===== src/sv/dpr_pkg.sv =====
// Package for the disparity reprojection block: field widths, register
// indexes, saturation limits and the pixel and point transfer types.
// Depends on nothing; imported by every module of the block.
package dpr_pkg;

  // Fixed field widths
  localparam int COORD_BITS  = 13;
  localparam int DISP_W      = 16;
  localparam int CHAN_W      = 8;
  localparam int OUT_W       = 24;
  localparam int BASE_W      = 21;
  localparam int FOC_W       = 20;
  localparam int CTR_W       = 17;
  localparam int CFG_IDX_W   = 3;
  localparam int CFG_DATA_W  = BASE_W;

  // Default number of fraction bits in the raw disparity
  localparam int DISP_FRAC_BITS_DEF = 8;

  // Quotient bits resolved by the divider, one per pipeline step
  localparam int QW = OUT_W;

  // Derived datapath widths
  localparam int BMAG_W    = BASE_W;
  localparam int SHIFTED_W = COORD_BITS + 4;
  localparam int DIFF_W    = (SHIFTED_W > CTR_W) ? SHIFTED_W : CTR_W;
  localparam int PF_W      = FOC_W + BMAG_W;
  localparam int PL_W      = BMAG_W + DIFF_W;
  localparam int PF_SPLIT  = PF_W / 2;
  localparam int PUHI_W    = PF_W - PF_SPLIT + DIFF_W;
  localparam int PULO_W    = PF_SPLIT + DIFF_W;
  localparam int PU_W      = PF_W + DIFF_W;
  localparam int MM_SCALE  = 16000;
  localparam int MM_SCALE_W = 14;
  localparam int DENF_W    = MM_SCALE_W + DISP_W;
  localparam int DENU_W    = FOC_W + DENF_W;

  // Saturation limits of a signed 24-bit coordinate
  localparam logic [OUT_W-1:0] SAT_POS     = {1'b0, {(OUT_W-1){1'b1}}};
  localparam logic [OUT_W-1:0] SAT_NEG_MAG = {1'b1, {(OUT_W-1){1'b0}}};

  // Configuration register indexes
  localparam logic [CFG_IDX_W-1:0] REG_BASELINE   = 3'd0;
  localparam logic [CFG_IDX_W-1:0] REG_FOCAL_X    = 3'd1;
  localparam logic [CFG_IDX_W-1:0] REG_FOCAL_Y    = 3'd2;
  localparam logic [CFG_IDX_W-1:0] REG_CENTER_X   = 3'd3;
  localparam logic [CFG_IDX_W-1:0] REG_CENTER_Y   = 3'd4;
  localparam logic [CFG_IDX_W-1:0] REG_MIN_DISP   = 3'd5;

  // Register reset values
  localparam logic signed [BASE_W-1:0] BASELINE_RESET = -21'sd232289;
  localparam logic [FOC_W-1:0]  FOCAL_X_RESET  = 20'd66945;
  localparam logic [FOC_W-1:0]  FOCAL_Y_RESET  = 20'd66945;
  localparam logic [CTR_W-1:0]  CENTER_X_RESET = 17'd15134;
  localparam logic [CTR_W-1:0]  CENTER_Y_RESET = 17'd8730;
  localparam logic [DISP_W-1:0] MIN_DISP_RESET = 16'd2560;

  typedef struct packed {
    logic [COORD_BITS-1:0] column;
    logic [COORD_BITS-1:0] row;
    logic [DISP_W-1:0]     disparity_raw;
    logic [CHAN_W-1:0]     chan_first;
    logic [CHAN_W-1:0]     chan_second;
    logic [CHAN_W-1:0]     chan_third;
  } pixel_t;

  typedef struct packed {
    logic signed [OUT_W-1:0] forward_mm;
    logic signed [OUT_W-1:0] left_mm;
    logic signed [OUT_W-1:0] up_mm;
    logic [CHAN_W-1:0]       red_out;
    logic [CHAN_W-1:0]       green_out;
    logic [CHAN_W-1:0]       blue_out;
  } point_t;

endpackage


===== src/sv/dpr_div.sv =====
// Pipelined restoring divider: range check, one quotient bit per stage,
// signed saturation of the quotient to a 24-bit coordinate.
// Depends on dpr_pkg.
module dpr_div #(
  parameter int NUM_W = 49,
  parameter int DEN_W = 30
) (
  input  logic                             clk,
  input  logic                             en,
  input  logic [NUM_W-1:0]                 num,
  input  logic [DEN_W-1:0]                 den,
  input  logic                             neg,
  output logic signed [dpr_pkg::OUT_W-1:0] result
);
  import dpr_pkg::*;

  localparam int T_W   = DEN_W + 1;
  localparam int CMP_W = (NUM_W > DEN_W + QW) ? NUM_W : DEN_W + QW;

  logic [DEN_W-1:0] rem   [0:QW-1];
  logic [QW-1:0]    low   [0:QW-1];
  logic [DEN_W-1:0] den_p [0:QW-1];
  logic [QW-1:0]    quo   [0:QW];
  logic             big   [0:QW];
  logic             zero  [0:QW];
  logic             sign  [0:QW];
  logic [OUT_W-1:0] mag;

  // Range check: a quotient of 2^24 or more, or a zero divisor with a nonzero numerator, saturates
  always_ff @(posedge clk) begin
    if (en) begin
      rem[0]   <= DEN_W'(num[NUM_W-1:QW]);
      low[0]   <= num[QW-1:0];
      den_p[0] <= den;
      quo[0]   <= '0;
      big[0]   <= CMP_W'(num) >= (CMP_W'(den) << QW);
      zero[0]  <= (num == '0);
      sign[0]  <= neg;
    end
  end

  // Quotient steps, most significant bit first
  for (genvar k = 1; k <= QW; k++) begin : g_step
    logic [T_W-1:0] trial;
    logic           ge;

    assign trial = {rem[k-1], low[k-1][QW-1]};
    assign ge    = trial >= T_W'(den_p[k-1]);

    always_ff @(posedge clk) begin
      if (en) begin
        quo[k]  <= {quo[k-1][QW-2:0], ge};
        big[k]  <= big[k-1];
        zero[k] <= zero[k-1];
        sign[k] <= sign[k-1];
      end
    end

    if (k < QW) begin : g_carry
      always_ff @(posedge clk) begin
        if (en) begin
          rem[k]   <= ge ? DEN_W'(trial - T_W'(den_p[k-1])) : DEN_W'(trial);
          low[k]   <= {low[k-1][QW-2:0], 1'b0};
          den_p[k] <= den_p[k-1];
        end
      end
    end
  end

  // Clamp the magnitude and apply the sign
  always_comb begin
    if (sign[QW]) begin
      mag = (big[QW] || quo[QW] > SAT_NEG_MAG) ? SAT_NEG_MAG : quo[QW];
    end else begin
      mag = (big[QW] || quo[QW] > SAT_POS) ? SAT_POS : quo[QW];
    end
    if (zero[QW]) begin
      result = '0;
    end else if (sign[QW]) begin
      result = $signed(OUT_W'(~mag + OUT_W'(1)));
    end else begin
      result = $signed(mag);
    end
  end

endmodule


===== config.mk =====
export PLATFORM = sky130hd
export DESIGN_NAME = dpr_div
export DESIGN_NICKNAME = d
export VERILOG_FILES = /design/src/sv/dpr_pkg.sv /design/src/sv/dpr_div.sv
export SDC_FILE = /design/constraint.sdc
export NUM_CORES = 2
export LEC_CHECK = 0
export BUFFER_PORTS_ARGS = -buffer_cell sky130_fd_sc_hd__buf_2
export CAP_MARGIN = 5
export CORE_AREA = 2 2 662 664
export DETAILED_ROUTE_END_ITERATION = 7
export DIE_AREA = 0 0 664 666
export PLACE_DENSITY = 0.38
export SYNTH_ARGS = -nofsm -noshare
export SYNTH_HDL_FRONTEND = slang
export SYNTH_SLANG_ARGS = --single-unit

===== constraint.sdc =====
create_clock -name clk -period 10.2 [get_ports clk]
set_input_delay 1.02 -clock clk [delete_from_list [all_inputs] [get_ports clk]]
set_output_delay 1.02 -clock clk [all_outputs]
set_load 0.01 [all_outputs]

==> flow_metrics.py <==
metrics = {
    "status": {
        "status": "finished, final reports clean",
    },
    "placement": {
        "portBuffers": 105,
        "place_congestion": 0.867,
        "place_area_sq_mm": 0.116,
        "hpwlAfterDp_um": 217000,
    },
    "critical_path": {
        "slowest_stage": "edfxtp_1",
        "worst_setup_path_end_kind": "primary output",
        "crit_path_max_incr_delay_ns": 0.43,
        "cp.depth": 13,
        "cp_max_fo": 11,
        "r2r_cells": 11,
        "critical_path_arrival_ns": 4.58,
        "start_kind": "flip-flop",
        "critPathTopFamily": "simple AND/OR/NAND/NOR gates",
        "crit_chain": "or3_1 -> or3_1 -> nor3_1 -> a31oi_1 -> nand2_1 -> o21ai_0 -> ha_1 -> o21ai_1 -> o21ai_0 -> a221o_1 -> a21oi_1 -> nor2_1 -> buf_2",
        "critPathKind": "reg2out",
        "cp.required_ns": 9.18,
        "crit_buf_inv": 1,
    },
    "route": {
        "drt_iter0_markers": 5357,
        "wl_met2_um": 133000,
        "first_pass_iters": 6,
        "wl_met1_um": 140000,
        "routedWlPerCell_um": 19.3,
        "wl_um": 293000,
        "routed.top_layer": "met4",
        "drc_errors": 0,
        "dr_wl_met3_um": 13700,
        "ant_nets": 0,
        "avgViaCountPerCell": 4.54,
        "num_vias": 68823,
    },
    "cts": {
        "cts-root-buf": "clkbuf_16",
        "cts_inserted_buffers": 275,
        "cts_sinks": 2110,
        "htree_levels": 5,
        "cts_hold_buf": 0,
        "cts_tree": "done",
        "path_clk_slew_ns": 0.05,
        "postCtsResizedCells": 0,
        "post_cts_buffers": 0,
        "cts_max_path_buffers": 4,
        "clk-insertion-delay-late_ns": 0.90,
    },
    "timing": {
        "finalCriticalPeriod_ns": 5.60,
        "finalMaxSlewViolations": 0,
        "fmax_mhz": 179,
        "min_period_over_period": 0.549,
        "maxSlewHeadroom": 0.172,
        "clock_skew_ns": 0.0597,
        "hold_viol_final": 0,
        "tightest_slew_ns": 1.23,
        "rsz0062_at_grt": "false",
        "finalSetupTns_ns": 0,
        "setup_viol": 0,
    },
    "global_routing": {
        "antenna_found_initial": 6,
        "grt_use_total": 0.129,
        "grt_max_degree": 155,
        "grt.overflow.total": 0,
        "grt_pass1_vias": 67999,
        "grt_first_pass_wirelength_um": 440000,
    },
    "floorplan": {
        "rows": 243,
        "ios": 106,
        "coreArea_sq_mm": 0.436,
        "die-area_sq_mm": 0.442,
        "initial_core_util": 0.248,
        "die_y_um": 666,
        "fp.dieW_um": 664,
    },
    "logic_synthesis": {
        "synthArstFlopShare": 0,
        "ys_seq_elements": 2110,
        "synthTopCellsByArea": "edfxtp_1 (59%), ha_1 (8.6%), inv_1 (3.3%)",
        "synth_seq_area_share": 0.585,
        "synth_top_area_cell": "edfxtp_1",
        "synth_fp_nets": 9757,
        "synth_commonest_cells": "edfxtp_1 (2,110), inv_1 (947), ha_1 (742)",
        "syn-instance-count": 8910,
        "yosysMostFrequentCell": "edfxtp_1",
        "synth_edf_count": 2110,
        "synth.distinct_cells": 78,
        "ys.flop_type": "edfxtp_1",
        "syn_area_per_cell_sq_um": 12.1,
        "syn_area_sq_mm": 0.108,
        "ys_warn_count": 0,
        "synth.top_cell.area_share": 0.585,
    },
    "layout": {
        "drive_gt1_frac": 0.0940,
        "final_nets": 10043,
        "fin_area_sq_mm": 0.125,
        "area_delta_synth_final_pct": 15.2,
    },
    "power": {
        "fin_total_pwr_uw": 37700,
        "p_per_area_mw_per_mm2": 302,
        "peakVddDrop_mv": 0.140,
        "power_leakage_uw": 0.0488,
    },
    "min_path": {
        "hold_depth": 1,
        "hold_class": "in2reg",
    },
    "run": {
        "cap_violations": 0,
    },
}
[report_power, final]
part	switching, uW	internal (uW)
combinational	8440	6250
sequential	1280	12300
clock	3790	5660
[metal layers]
metal,global-route usage,vias to the layer above
li1,-,33525
met1,0.180,33580
met2,0.206,1376
met3,0.0224,342
met4,0.0307,0
met5,0,-
[state kept, by name, summed over array words and instances, names as in the netlist]
signal	cells
den_p	720
rem	715
low	300
quo	300
big	25
sign	25
zero	25
[cell families after synthesis]
group	Yosys count	share of synthesized area
AO/OA/AOI/OAI	2210	0.128
XOR/XNOR	554	0.0448
adder cells (fa/ha/maj)	765	0.0900
buffers and inverters	1101	0.0385
flip-flops	2110	0.585
multiplexers	296	0.0305
AND/OR/NAND/NOR	1874	0.0824
[path summary, 6_finish.rpt]
check	startpoint	end	slack [ns]
hold / removal	den[5]	den_p[0][5]	0.29
setup reg to reg	rem[2][31]	rem[2][73]	4.95
hold reg to reg	quo[4][50]	quo[4][75]	0.39
setup / recovery	quo[6][2]	result[18]	4.60
[layout by cell type, fill, tap and decap left out, types with 49 or more instances in the layout]
master and instances:
a21oi_1 615, clkinv_1 54, mux2_2 273, xor2_1 217, ha_1 742, edfxtp_1 2110
o31ai_1 57, nand2b_1 89, inv_1 947, clkbuf_1 61, nor2b_1 97, a211oi_1 57
nand4_1 104, nand3_1 102, a21o_1 355, nor2_1 427, o21ai_0 578, nand2_1 641
or3_1 49, xnor2_1 337, nor3_1 130, o21bai_1 52, clkbuf_16 286, o21a_1 93
a31oi_1 68, buf_2 105
[worst reg2reg max path: cells and delay by family, from the launching register on]
| kind | cells | cell delay [ns] |
|---|---|---|
| AO/OA/AOI/OAI | 7 | 3.17 |
| buffers and inverters | 2 | 0.52 |
| adder cells (fa/ha/maj) | 1 | 0.56 |
| multiplexers | 1 | 0.34 |
| flip-flops | 1 | 0.39 |
[stage by stage]
stage	cells	utilization	hold WS (ns)	worst slack [ns]
after floorplan	8910	-	0.400	5.98
after global placement	14675	0.266	0.400	5.38
after detailed placement	14676	0.266	0.405	5.26
after CTS	15153	0.286	0.175	4.45
after global routing	15166	0.286	0.216	4.22
final	15171	0.286	0.295	4.60
[final cells by class]
type,instances,area (sq um)
repair buffers,160,1100
inverters,950,3570
fillers,44560,311000
well taps,5757,7200
multi-input cells,5699,40800
diodes,18,45.0
flip-flops and latches,2110,63400
clock buffers,347,7390
clock inverters,130,1220
Power figures use the tool's default switching activity.
